--- config.mk ---
export PLATFORM = sky130hd
export DESIGN_NAME = i2c_register_transfer_queue_core
export DESIGN_NICKNAME = d
export VERILOG_FILES = /design/src/hw/rtl/i2crtq_pkg.sv /design/src/hw/rtl/i2c_register_transfer_queue_core.sv /design/src/hw/rtl/i2crtq_ctrl.sv /design/src/hw/rtl/i2crtq_dp.sv
export SDC_FILE = /design/constraint.sdc
export NUM_CORES = 1
export LEC_CHECK = 0
export BUFFER_PORTS_ARGS = -buffer_cell sky130_fd_sc_hd__buf_4
export CORE_ASPECT_RATIO = 0.5
export CORE_UTILIZATION = 50
export DETAILED_ROUTE_END_ITERATION = 6
export PLACE_DENSITY = 0.69
export SKIP_LAST_GASP = 1
export SLEW_MARGIN = 20
export SYNTH_ARGS = -nofsm -noshare
export SYNTH_HDL_FRONTEND = slang
export SYNTH_SLANG_ARGS = --single-unit
--- constraint.sdc ---
create_clock -name clk -period 8.75 [get_ports clk]
set_input_delay 0.4375 -clock clk [delete_from_list [all_inputs] [get_ports clk]]
set_output_delay 0.4375 -clock clk [all_outputs]
set_load 0.01 [all_outputs]
--- src/hw/rtl/i2crtq_pkg.sv ---
`default_nettype none

package i2crtq_pkg;

    typedef struct packed {
        logic [7:0] tag;
        logic [7:0] length;
        logic [7:0] reg_addr;
        logic [6:0] dev_addr;
        logic       rw_dir;
    } ticket_t;

    localparam logic [2:0] OP_ADD       = 3'd0;
    localparam logic [2:0] OP_TX_READY  = 3'd1;
    localparam logic [2:0] OP_XFER_DONE = 3'd2;
    localparam logic [2:0] OP_NACK      = 3'd3;
    localparam logic [2:0] OP_BUS_ERR   = 3'd4;

    localparam logic [1:0] KIND_ADD    = 2'd0;
    localparam logic [1:0] KIND_CMD    = 2'd1;
    localparam logic [1:0] KIND_REPORT = 2'd2;

    localparam logic [2:0] CMD_START_WR   = 3'd0;
    localparam logic [2:0] CMD_SEND_BYTE  = 3'd1;
    localparam logic [2:0] CMD_BURST_WR   = 3'd2;
    localparam logic [2:0] CMD_READ_BURST = 3'd3;
    localparam logic [2:0] CMD_STOP       = 3'd4;
    localparam logic [2:0] CMD_RESET      = 3'd5;

    localparam logic [1:0] ST_DONE     = 2'd0;
    localparam logic [1:0] ST_ERROR    = 2'd1;
    localparam logic [1:0] ST_FULL     = 2'd2;
    localparam logic [1:0] ST_ACCEPTED = 2'd3;

    typedef enum logic [3:0] {
        RES_ZERO_DONE,
        RES_FULL,
        RES_ACCEPT,
        RES_START_NEW,
        RES_SEND_REG,
        RES_BURST_WR,
        RES_READ_BURST,
        RES_STOP,
        RES_DONE,
        RES_ENGINE_RESET,
        RES_ERROR,
        RES_START_NEXT
    } res_t;

    typedef struct packed {
        logic load;
        logic emit;
        res_t res;
        logic last;
    } ctrl_cmd_t;

    typedef struct packed {
        logic [2:0] op;
        logic       len_zero;
        logic       full;
        logic       busy;
        logic       cur_rw;
        logic       reg_sent;
        logic       remain;
        logic       out_free;
    } dp_status_t;

endpackage

`default_nettype wire

--- src/hw/rtl/i2c_register_transfer_queue_core.sv ---
`default_nettype none

// Queue of I2C register-transfer tickets that sequences a bus engine. Each input transaction is
// either a new ticket (tuser 0) or an engine event (transmit ready, transfer complete, NACK,
// bus error); it yields zero to three output transactions, each an add report, an engine command
// or a completion report, with tlast on the final one. An input transaction is first registered,
// then its output transactions are made one at a time, each once the output register is free;
// an input that yields none still passes through the first output state. Before the start command
// of the next queued ticket a gap state lets the ticket store be read at the new head. The
// next input is taken as soon as the last output transaction of the previous one sits in the
// output register. Up to QUEUE_DEPTH tickets are held; a ticket of zero length completes at once
// and an add to a full queue is refused.

module i2c_register_transfer_queue_core
    import i2crtq_pkg::*;
#(
    parameter int QUEUE_DEPTH = 8
)
(
    input  wire logic        clk,
    input  wire logic        rst_n,
    input  wire logic        s_axis_tvalid,
    output logic             s_axis_tready,
    // rw_dir, dev_addr, reg_addr, length, tag, now_time
    input  wire logic [63:0] s_axis_tdata,
    // op
    input  wire logic [2:0]  s_axis_tuser,
    output logic             m_axis_tvalid,
    input  wire logic        m_axis_tready,
    // cmd, bus_addr, count, out_byte, out_tag, status, stamp, zero padding
    output logic [71:0]      m_axis_tdata,
    // kind
    output logic [1:0]       m_axis_tuser,
    output logic             m_axis_tlast
);

    ctrl_cmd_t  cmd;
    dp_status_t stat;

    i2crtq_ctrl u_ctrl (
        .clk           (clk),
        .rst_n         (rst_n),
        .s_axis_tvalid (s_axis_tvalid),
        .s_axis_tready (s_axis_tready),
        .stat          (stat),
        .cmd           (cmd)
    );

    i2crtq_dp #(
        .QUEUE_DEPTH (QUEUE_DEPTH)
    ) u_dp (
        .clk           (clk),
        .rst_n         (rst_n),
        .s_axis_tdata  (s_axis_tdata),
        .s_axis_tuser  (s_axis_tuser),
        .cmd           (cmd),
        .stat          (stat),
        .m_axis_tvalid (m_axis_tvalid),
        .m_axis_tready (m_axis_tready),
        .m_axis_tdata  (m_axis_tdata),
        .m_axis_tuser  (m_axis_tuser),
        .m_axis_tlast  (m_axis_tlast)
    );

endmodule

`default_nettype wire

--- src/hw/rtl/i2crtq_ctrl.sv ---
`default_nettype none

module i2crtq_ctrl
    import i2crtq_pkg::*;
(
    input  wire logic       clk,
    input  wire logic       rst_n,
    input  wire logic       s_axis_tvalid,
    output logic            s_axis_tready,
    input  wire dp_status_t stat,
    output ctrl_cmd_t       cmd
);

    typedef enum logic [4:0] {
        S_IDLE   = 5'b00001,
        S_FIRST  = 5'b00010,
        S_SECOND = 5'b00100,
        S_GAP    = 5'b01000,
        S_THIRD  = 5'b10000
    } state_t;

    state_t state_reg;
    state_t state_next;

    logic want;
    res_t res;
    logic last;
    logic is_event;

    assign is_event = (stat.op == OP_TX_READY) || (stat.op == OP_XFER_DONE)
                      || (stat.op == OP_NACK) || (stat.op == OP_BUS_ERR);

    always_comb
    begin
        state_next    = state_reg;
        s_axis_tready = 1'b0;
        want          = 1'b0;
        res           = RES_ZERO_DONE;
        last          = 1'b0;
        cmd.load      = 1'b0;
        unique case (state_reg)
            S_IDLE:
            begin
                s_axis_tready = 1'b1;
                if (s_axis_tvalid)
                begin
                    cmd.load   = 1'b1;
                    state_next = S_FIRST;
                end
            end
            S_FIRST:
            begin
                if (stat.op == OP_ADD)
                begin
                    want = 1'b1;
                    if (stat.len_zero)
                    begin
                        res  = RES_ZERO_DONE;
                        last = 1'b1;
                    end
                    else if (stat.full)
                    begin
                        res  = RES_FULL;
                        last = 1'b1;
                    end
                    else
                    begin
                        res  = RES_ACCEPT;
                        last = stat.busy;
                    end
                end
                else if (is_event && stat.busy)
                begin
                    want = 1'b1;
                    if (stat.op == OP_TX_READY)
                    begin
                        res  = RES_SEND_REG;
                        last = stat.cur_rw;
                    end
                    else if (stat.op == OP_XFER_DONE)
                    begin
                        res  = stat.reg_sent ? RES_READ_BURST : RES_STOP;
                        last = stat.reg_sent;
                    end
                    else
                    begin
                        res = RES_ENGINE_RESET;
                    end
                end
                else
                begin
                    state_next = S_IDLE;
                end
                if (want && stat.out_free)
                begin
                    state_next = last ? S_IDLE : S_SECOND;
                end
            end
            S_SECOND:
            begin
                want = 1'b1;
                if (stat.op == OP_ADD)
                begin
                    res  = RES_START_NEW;
                    last = 1'b1;
                end
                else if (stat.op == OP_TX_READY)
                begin
                    res  = RES_BURST_WR;
                    last = 1'b1;
                end
                else
                begin
                    res  = (stat.op == OP_XFER_DONE) ? RES_DONE : RES_ERROR;
                    last = !stat.remain;
                end
                if (stat.out_free)
                begin
                    state_next = last ? S_IDLE : S_GAP;
                end
            end
            S_GAP:
            begin
                // The store read of the new head ticket lands during this cycle.
                state_next = S_THIRD;
            end
            S_THIRD:
            begin
                want = 1'b1;
                res  = RES_START_NEXT;
                last = 1'b1;
                if (stat.out_free)
                begin
                    state_next = S_IDLE;
                end
            end
            default:
            begin
                state_next = S_IDLE;
            end
        endcase
        cmd.emit = want && stat.out_free;
        cmd.res  = res;
        cmd.last = last;
    end

    always_ff @(posedge clk or negedge rst_n)
    begin
        if (!rst_n)
        begin
            state_reg <= S_IDLE;
        end
        else
        begin
            state_reg <= state_next;
        end
    end

endmodule

`default_nettype wire

--- src/hw/rtl/i2crtq_dp.sv ---
`default_nettype none

module i2crtq_dp
    import i2crtq_pkg::*;
#(
    parameter int QUEUE_DEPTH = 8
)
(
    input  wire logic        clk,
    input  wire logic        rst_n,
    input  wire logic [63:0] s_axis_tdata,
    input  wire logic [2:0]  s_axis_tuser,
    input  wire ctrl_cmd_t   cmd,
    output dp_status_t       stat,
    output logic             m_axis_tvalid,
    input  wire logic        m_axis_tready,
    output logic [71:0]      m_axis_tdata,
    output logic [1:0]       m_axis_tuser,
    output logic             m_axis_tlast
);

    localparam int IDX_W = $clog2(QUEUE_DEPTH);
    localparam int CNT_W = $clog2(QUEUE_DEPTH + 1);
    localparam int SUM_W = CNT_W + 1;

    localparam logic [1:0] PH_ADDR = 2'd0;
    localparam logic [1:0] PH_REG  = 2'd1;
    localparam logic [1:0] PH_DATA = 2'd2;
    localparam logic [1:0] PH_DONE = 2'd3;

    ticket_t mem [QUEUE_DEPTH];
    ticket_t rd_reg;
    ticket_t in_tkt_reg;
    logic [2:0]  op_reg;
    logic [31:0] now_reg;

    logic [IDX_W-1:0] head_reg;
    logic [IDX_W-1:0] head_next;
    logic [CNT_W-1:0] count_reg;
    logic [CNT_W-1:0] count_next;
    logic             busy_reg;
    logic             busy_next;
    logic [1:0]       phase_reg;
    logic [1:0]       phase_next;

    logic             out_valid_reg;
    logic [1:0]       out_kind_reg;
    logic [2:0]       out_cmd_reg;
    logic [6:0]       out_addr_reg;
    logic [8:0]       out_count_reg;
    logic [7:0]       out_byte_reg;
    logic [7:0]       out_tag_reg;
    logic [1:0]       out_status_reg;
    logic [31:0]      out_stamp_reg;
    logic             out_last_reg;

    logic [1:0]       r_kind;
    logic [2:0]       r_cmd;
    logic [6:0]       r_addr;
    logic [8:0]       r_count;
    logic [7:0]       r_byte;
    logic [7:0]       r_tag;
    logic [1:0]       r_status;
    logic [31:0]      r_stamp;

    logic [SUM_W-1:0] slot_sum;
    logic [IDX_W-1:0] slot;
    logic [IDX_W-1:0] head_inc;

    assign slot_sum = SUM_W'(head_reg) + SUM_W'(count_reg);
    assign slot     = !busy_reg ? '0
                    : (slot_sum >= SUM_W'(QUEUE_DEPTH)) ? IDX_W'(slot_sum - SUM_W'(QUEUE_DEPTH))
                    : IDX_W'(slot_sum);
    assign head_inc = (head_reg == IDX_W'(QUEUE_DEPTH - 1)) ? '0 : head_reg + 1'b1;

    assign stat.op       = op_reg;
    assign stat.len_zero = (in_tkt_reg.length == 8'd0);
    assign stat.full     = (count_reg == CNT_W'(QUEUE_DEPTH));
    assign stat.busy     = busy_reg;
    assign stat.cur_rw   = rd_reg.rw_dir;
    assign stat.reg_sent = (phase_reg == PH_REG);
    assign stat.remain   = (count_reg > CNT_W'(1));
    assign stat.out_free = !out_valid_reg || m_axis_tready;

    always_comb
    begin
        r_kind     = KIND_ADD;
        r_cmd      = CMD_START_WR;
        r_addr     = '0;
        r_count    = '0;
        r_byte     = '0;
        r_tag      = '0;
        r_status   = ST_DONE;
        r_stamp    = '0;
        head_next  = head_reg;
        count_next = count_reg;
        busy_next  = busy_reg;
        phase_next = phase_reg;
        unique case (cmd.res)
            RES_ZERO_DONE:
            begin
                r_kind  = KIND_REPORT;
                r_tag   = in_tkt_reg.tag;
                r_stamp = now_reg;
            end
            RES_FULL:
            begin
                r_tag    = in_tkt_reg.tag;
                r_status = ST_FULL;
            end
            RES_ACCEPT:
            begin
                r_tag      = in_tkt_reg.tag;
                r_status   = ST_ACCEPTED;
                count_next = count_reg + 1'b1;
                if (!busy_reg)
                begin
                    head_next = '0;
                    busy_next = 1'b1;
                end
            end
            RES_START_NEW:
            begin
                r_kind     = KIND_CMD;
                r_addr     = in_tkt_reg.dev_addr;
                r_count    = in_tkt_reg.rw_dir ? 9'd1 : 9'd1 + {1'b0, in_tkt_reg.length};
                phase_next = PH_ADDR;
            end
            RES_SEND_REG:
            begin
                r_kind     = KIND_CMD;
                r_cmd      = CMD_SEND_BYTE;
                r_byte     = rd_reg.reg_addr;
                phase_next = rd_reg.rw_dir ? PH_REG : PH_DATA;
            end
            RES_BURST_WR:
            begin
                r_kind  = KIND_CMD;
                r_cmd   = CMD_BURST_WR;
                r_count = {1'b0, rd_reg.length};
            end
            RES_READ_BURST:
            begin
                r_kind     = KIND_CMD;
                r_cmd      = CMD_READ_BURST;
                r_addr     = rd_reg.dev_addr;
                r_count    = {1'b0, rd_reg.length};
                phase_next = PH_DATA;
            end
            RES_STOP:
            begin
                r_kind     = KIND_CMD;
                r_cmd      = CMD_STOP;
                phase_next = PH_DONE;
            end
            RES_DONE:
            begin
                r_kind     = KIND_REPORT;
                r_tag      = rd_reg.tag;
                r_stamp    = now_reg;
                count_next = count_reg - 1'b1;
                if (count_reg == CNT_W'(1))
                begin
                    busy_next = 1'b0;
                end
                else
                begin
                    head_next = head_inc;
                end
            end
            RES_ENGINE_RESET:
            begin
                r_kind     = KIND_CMD;
                r_cmd      = CMD_RESET;
                phase_next = PH_DONE;
            end
            RES_ERROR:
            begin
                r_kind     = KIND_REPORT;
                r_tag      = rd_reg.tag;
                r_status   = ST_ERROR;
                count_next = count_reg - 1'b1;
                if (count_reg == CNT_W'(1))
                begin
                    busy_next = 1'b0;
                end
                else
                begin
                    head_next = head_inc;
                end
            end
            RES_START_NEXT:
            begin
                r_kind     = KIND_CMD;
                r_addr     = rd_reg.dev_addr;
                r_count    = rd_reg.rw_dir ? 9'd1 : 9'd1 + {1'b0, rd_reg.length};
                phase_next = PH_ADDR;
            end
            default:
            begin
                r_kind = KIND_ADD;
            end
        endcase
    end

    always_ff @(posedge clk or negedge rst_n)
    begin
        if (!rst_n)
        begin
            head_reg      <= '0;
            count_reg     <= '0;
            busy_reg      <= 1'b0;
            phase_reg     <= PH_DONE;
            out_valid_reg <= 1'b0;
        end
        else
        begin
            if (cmd.emit)
            begin
                head_reg      <= head_next;
                count_reg     <= count_next;
                busy_reg      <= busy_next;
                phase_reg     <= phase_next;
                out_valid_reg <= 1'b1;
            end
            else if (m_axis_tready)
            begin
                out_valid_reg <= 1'b0;
            end
        end
    end

    always_ff @(posedge clk)
    begin
        if (cmd.load)
        begin
            in_tkt_reg <= ticket_t'(s_axis_tdata[31:0]);
            now_reg    <= s_axis_tdata[63:32];
            op_reg     <= s_axis_tuser;
        end
        if (cmd.emit)
        begin
            out_kind_reg   <= r_kind;
            out_cmd_reg    <= r_cmd;
            out_addr_reg   <= r_addr;
            out_count_reg  <= r_count;
            out_byte_reg   <= r_byte;
            out_tag_reg    <= r_tag;
            out_status_reg <= r_status;
            out_stamp_reg  <= r_stamp;
            out_last_reg   <= cmd.last;
        end
    end

    always_ff @(posedge clk)
    begin
        if (cmd.emit && (cmd.res == RES_ACCEPT))
        begin
            mem[slot] <= in_tkt_reg;
        end
        rd_reg <= mem[head_reg];
    end

    assign m_axis_tvalid = out_valid_reg;
    assign m_axis_tuser  = out_kind_reg;
    assign m_axis_tlast  = out_last_reg;
    assign m_axis_tdata  = {3'b000, out_stamp_reg, out_status_reg, out_tag_reg, out_byte_reg,
                            out_count_reg, out_addr_reg, out_cmd_reg};

endmodule

`default_nettype wire

==> impl_metrics.toml, run 1 <==
[run_status]
status = "complete, but fails checks"
violations = "DRC"

[cts]
cts_made_buffers = 38
h-tree-depth = 2
clkTransAtPathRegs_ps = 70
clkLatencyLatePin_ps = 550
cts_buffer_depth = 3
cts_root_buf = "clkbuf_16"
cts_tree = "done"
cts_sinks = 443

[detailed_routing]
drc = 14
post_drt_wl_per_cell_um = 21.9
ant_nets = 0
vias_per_cell = 5.65
drtPass1Iterations = 7
vias = 8399
drt_wl_total_mm = 32.5
drt-initial-drc-count = 674

[finish]
largest_reg_flops = 256
post_route_cells_drive_above_1_share = 0.321
fin_util = 0.607
antenna_cells = 0
top_register = "u_dp.mem"
num-fill-cells = 2284
finalNetCount = 1108
finalInstanceArea_mm2 = 0.0196
area_delta_synth_final_pct = 17.2
finalNonFillerCells = 1486

[timing]
tightest_slew_ps = 1090
setup_tns_ps = 0
period_needed_ps = 4360
slew_headroom = 0.277
finalSetupViolations = 0
clock.fmax_ghz = 0.230
final.period_utilization = 0.498
finalHoldViolations = 0
fin_hold_ws_ps = 55.5
drv_slew = 0
rsz0062_at_grt = "false"
finClkSkew_ps = 30.1

[pwr]
switching_share = 0.213
p_leak_nw = 6.62
pwr-share-comb = 0.046
seq_power_share = 0.575
clkPwrFrac = 0.379
ir_worst_vdd_v = 0.000115
p_switching_mw = 0.945
powerDensity_mw_per_mm2 = 227
internal-power_mw = 3.50

[global_route]
antenna_found_initial = 0
gr-usage-all-layers = 0.195
grt_pass1_vias = 8655
grt_pass1_wl_mm = 50.3
grt_overflow = 0
grt_max_degree = 78

[die]
die_h_um = 131
num_io_pins = 148
start_util = 0.518
core_area_mm2 = 0.0323
design.die.area_mm2 = 0.0342
die_x_um = 261
rows = 46

[synth]
synthSimpleGateAreaFrac = 0.0550
synth_top_cell_area_share = 0.709
ys_seq_elements = 443
synth_compound_area_frac = 0.0395
synth_area_leaders = "edfxtp_1 (71%), mux4_2 (8.6%), dfxtp_1 (3.8%)"
synth_top_family_by_area = "multiplexers"
syn_avg_cell_area_um2 = 19.4
ys_types = 68
synthesis.area_mm2 = 0.0167
synth_ff_type = "edfxtp_1"
yosysMostFrequentCell = "edfxtp_1"
synthCells = 861
synth_xor_area_frac = 0.00628
synth_mux_area_frac = 0.108
ys_seq_area_frac = 0.771
synthAdderAreaFrac = 0.00793
async_reset_ff_frac = 0.0361
ys_warn_count = 0
synth_edf_count = 395
yosysTopAreaCell = "edfxtp_1"
synth_commonest_cells = "edfxtp_1 (395), mux4_2 (64), and2_1 (42)"

[min_path]
min_path_type = "primary input to flop"

[placement]
placed_area_mm2 = 0.0184
gp_congestion = 0.825
dpl.cell_count = 1418
io_buffers = 144
dpl.hpwl_mm = 19.1

[critical_path]
cp-start-kind = "flop"
worstPathMaxFanout = 77
cp_data_required_time_ps = 8940
path_class = "flop to flop"
crit_arrival_ps = 4540
endpoint_kind = "flop"

[run]
drv_cap = 0
-- per-stage QoR --
stage / worst slack (ps) / power [mW]
global placement: 4250 / 2.80
global route: 4060 / 4.59
CTS: 4100 / 4.49
floorplan: 1940 / 2.68
finish: 4390 / 4.44
detailed placement: 4130 / 2.81
-- layer usage --
layer	vias up	wire length (um)	track usage
li1	3754	-	-
met2	238	15600	0.314
met4	0	537	0.0484
met1	4356	14500	0.278
met5	-	0	0
met3	51	1860	0.0355
-- logic make-up after synthesis --
kind of cell    Yosys count
compound gates           88
xor+xnor                 12
fa+ha+maj                10
buf+inv                  49
flops                   443
mux                      96
other cells               1
simple gates            162
-- power by group through the flow --
stage / registers [mW] / logic (mW) / clock network (mW)
floorplan: 2.57 / 0.118 / 0
global placement: 2.59 / 0.201 / 0
detailed placement: 2.60 / 0.205 / 0
CTS: 2.56 / 0.206 / 1.73
global route: 2.57 / 0.223 / 1.80
finish: 2.56 / 0.203 / 1.68
-- cell type report --
class	instances	area [um^2]	area share
sequential	443	12900	0.659
clock inverter	16	200	0.0102
clock buffer	51	1030	0.0525
inverter	13	50.0	0.00255
tap	432	541	0.0276
timing repair buffer	160	1210	0.0616
multi-input combinational	371	3670	0.187
-- final timing paths --
| kind | startpoint | end | slack (ps) | cells after the start |
|---|---|---|---|---|
| max in group asynchronous | rst_n | u_dp.phase_reg[0] | 8180 | 2 |
| worst min register to register | u_dp.rd_reg[9] | u_dp.out_byte_reg[1] | 500 | 1 |
| worst max register to register | u_ctrl.state_reg[4] | u_dp.mem[3][29] | 4390 | 9 |
| min in group asynchronous | rst_n | u_dp.m_axis_tvalid | 290 | 2 |
| worst min-delay path | s_axis_tdata[8] | u_dp.in_tkt_reg[8] | 60 | 1 |
| worst max-delay path | u_ctrl.state_reg[4] | u_dp.mem[3][29] | 4390 | 9 |
-- timing repair --
item / 4_1_cts / 5_1_grt
hold endpoints to repair: 16 / 0
setup buffers: 0 / 0
resized for setup: 0 / 0
hold buffers: 1 / 0
-- worst max-delay path, cell delays in order (launching register included) --
cell      delay (ps)
dfrtp_1          490
or3_1            400
nor3b_1          370
a211oi_1         170
or2_1            360
clkinv_2         100
buf_6            630
nand3_1          360
nor3_2           550
buf_4            500
-- cells in the final DEF, fill, tap and decap left out, types with 4 or more instances in the layout --
cell type,n
a21o_1,6
a21oi_1,11
a221o_1,4
a22o_1,15
and2_1,41
and3_1,9
buf_4,158
bufinv_16,4
clkbuf_1,10
clkbuf_16,38
clkinv_1,5
clkinv_2,6
dfrtp_1,11
dfxtp_1,32
edfxtp_1,395
ha_1,9
inv_1,11
mux2_2,32
mux4_2,64
nand2_1,26
nand2b_1,9
nand3_1,10
nor2_1,23
nor3_1,7
o21ai_0,22
xnor2_1,6
xor2_1,6
Note: power is estimated with default switching activity, not from simulation.
==> run 2, diff against run 1 <==
Settings changed: ABC_AREA set to 1.
Clock period 8.75 ns to 4.3 ns, I/O delays scaled along.
==> run 2 against run 1 <==
Net effect:
- the run now ends clean
- non-clock buffer count increased by 73
- core utilization rose by 1.6 points
- hold slack better by 28 ps
- die area is 2.7% higher
- highest routed layer unchanged
==> impl_metrics.toml, run 2 <==
[run_status]
status = "completed"

[timing]
period_needed_ps = 3240
finalSetupViolations = 0
fin_hold_ws_ps = 83.4
final.period_utilization = 0.753
finClkSkew_ps = 20.6
finalHoldViolations = 0
clock.fmax_ghz = 0.309
tightest_slew_ps = 1110
drv_slew = 0
slew_headroom = 0.262
rsz0062_at_grt = "false"

[cts]
cts_setup_buffers = 0
postCtsHoldBufs = 69
cts_root_buf = "clkbuf_16"
cts_tree = "done"
cts_buffer_depth = 3
cts_resized = 0
clkTransAtPathRegs_ps = 70
cts_made_buffers = 39
h-tree-depth = 2
clkLatencyLatePin_ps = 550
cts_sinks = 443

[global_route]
antenna_found_initial = 0
gr-usage-all-layers = 0.210
grt_pass1_wl_mm = 57.6
grt_overflow = 0
grt_pass1_vias = 10667
grt_max_degree = 76

[synth]
syn_avg_cell_area_um2 = 13.0
ys_seq_elements = 443
synth_edf_count = 395
yosysTopAreaCell = "edfxtp_1"
synth_area_leaders = "edfxtp_1 (69%), nor2_1 (6.4%), o21ai_0 (4.2%)"
synth_commonest_cells = "edfxtp_1 (395), nor2_1 (294), o21ai_0 (144)"
synthesis.area_mm2 = 0.0172
yosysMostFrequentCell = "edfxtp_1"
synth_top_cell_area_share = 0.690
synthCells = 1324
ys_seq_area_frac = 0.751
async_reset_ff_frac = 0.0361
synth_ff_type = "edfxtp_1"
ys_warn_count = 0
ys_types = 49

[critical_path]
cp_data_required_time_ps = 4540
endpoint_kind = "flop"
ff2ff_path_depth = 12
crit_arrival_ps = 3480
path_class = "flop to flop"
cp-start-kind = "flop"
worstPathMaxFanout = 17

[die]
start_util = 0.514
core_area_mm2 = 0.0335
die_x_um = 264
die_h_um = 133
design.die.area_mm2 = 0.0352
num_io_pins = 148
rows = 47

[finish]
mostFrequentLayoutCells = "edfxtp_1 (395), nor2_1 (288), buf_4 (162)"
finalNonFillerCells = 2014
top_register = "u_dp.mem"
finalNetCount = 1623
num-fill-cells = 2466
mostFrequentLayoutCell = "edfxtp_1"
area_delta_synth_final_pct = 21.4
largest_reg_flops = 256
antenna_cells = 0
post_route_cells_drive_above_1_share = 0.183

[pwr]
p_leak_nw = 7.79
total_power_mw = 11.2
ir_worst_vdd_v = 0.000348
powerDensity_mw_per_mm2 = 538

[detailed_routing]
post_drt_wl_per_cell_um = 18.4
drtPass1Iterations = 5
drc = 0
vias_per_cell = 5.41
vias = 10886
drt_wl_total_mm = 37.0
ant_nets = 0
drt-initial-drc-count = 1011

[placement]
gp_congestion = 0.854
dpl.cell_count = 1873
io_buffers = 144
dpl.hpwl_mm = 21.9

[min_path]
min_path_type = "primary input to flop"
holdPathStages = 4

[run]
drv_cap = 0
[run 2: cell count changes in the layout (fill, tap and decap cells not counted), moves of 14 or more]
cell,delta
inv_1,+68
nor2_1,+265
and2_1,-41
nor2_4,+14
mux2_2,-32
dlygate4sd3_1,+68
mux4_2,-64
nand3_1,+22
nand2_1,+56
a31oi_1,+32
o22ai_1,+30
o21ai_0,+122
[run 2: kinds of logic after synthesis]
kind of cell,share of synthesized area
other,0.000218
adder cells (fa/ha/maj),0.00772
buffers and inverters,0.0341
AND/OR/NAND/NOR,0.116
AO/OA/AOI/OAI,0.0828
XOR/XNOR,0.00859
flip-flops,0.751
[run 2: critical path, cell delays in order, from the launching register on]
cell	delay, ps
dfrtp_1	410
nor2_2	180
nand3_2	210
inv_1	520
a21oi_2	110
nand2_4	150
nand2_4	70
nor2_4	130
nand2_4	90
inv_1	90
nand3_1	180
nor2_4	530
buf_12	250
[run 2: metrics by stage]
stage	worst slack [ps]	instance area, um^2	util	TNS (ps)
final	1060	20900	0.624	0
after global routing	883	20900	0.624	0
after CTS	1070	20900	0.624	0
after detailed placement	1080	18800	0.562	0
after global placement	1210	18800	0.562	0
after floorplan	-649	17200	-	-41540
[run 2: final cells by class]
| cell class | count | area (um^2) | share of cell area |
|---|---|---|---|
| Clock buffer | 51 | 1110 | 0.0534 |
| Clock inverter | 21 | 245 | 0.0118 |
| Inverter | 90 | 343 | 0.0164 |
| Multi-Input combinational cell | 735 | 3760 | 0.180 |
| Sequential cell | 443 | 12900 | 0.619 |
| Tap cell | 441 | 552 | 0.0264 |
| Timing Repair Buffer | 233 | 1950 | 0.0933 |
[run 2: path summary, 6_finish.rpt]
check	slack, ps	startpoint	to
worst max-delay path	1060	u_ctrl.state_reg[3]	u_dp.mem[0][25]
worst min-delay path	80	m_axis_tready	u_dp.m_axis_tvalid
worst max register to register	1060	u_ctrl.state_reg[3]	u_dp.mem[0][25]
worst min register to register	460	u_dp.phase_reg[1]	u_dp.phase_reg[1]
max in group asynchronous	3950	rst_n	u_dp.phase_reg[0]
min in group asynchronous	90	rst_n	u_dp.m_axis_tvalid
[run 2: per-layer routing]
layer  routed length, um  vias up  track usage
met2               17700      334        0.349
met4                 477        0       0.0475
met5                   0        -            0
met1               16800     5394        0.292
li1                    -     5118            -
met3                2060       40       0.0372
[run 2: report_power, final]
group / switching [mW] / leakage (nW) / internal (mW)
logic: 1.21 / 3.08 / 0.634
registers: 0.315 / 4.05 / 5.37
clock network: 1.54 / 0.654 / 2.14
total: 3.07 / 7.79 / 8.15
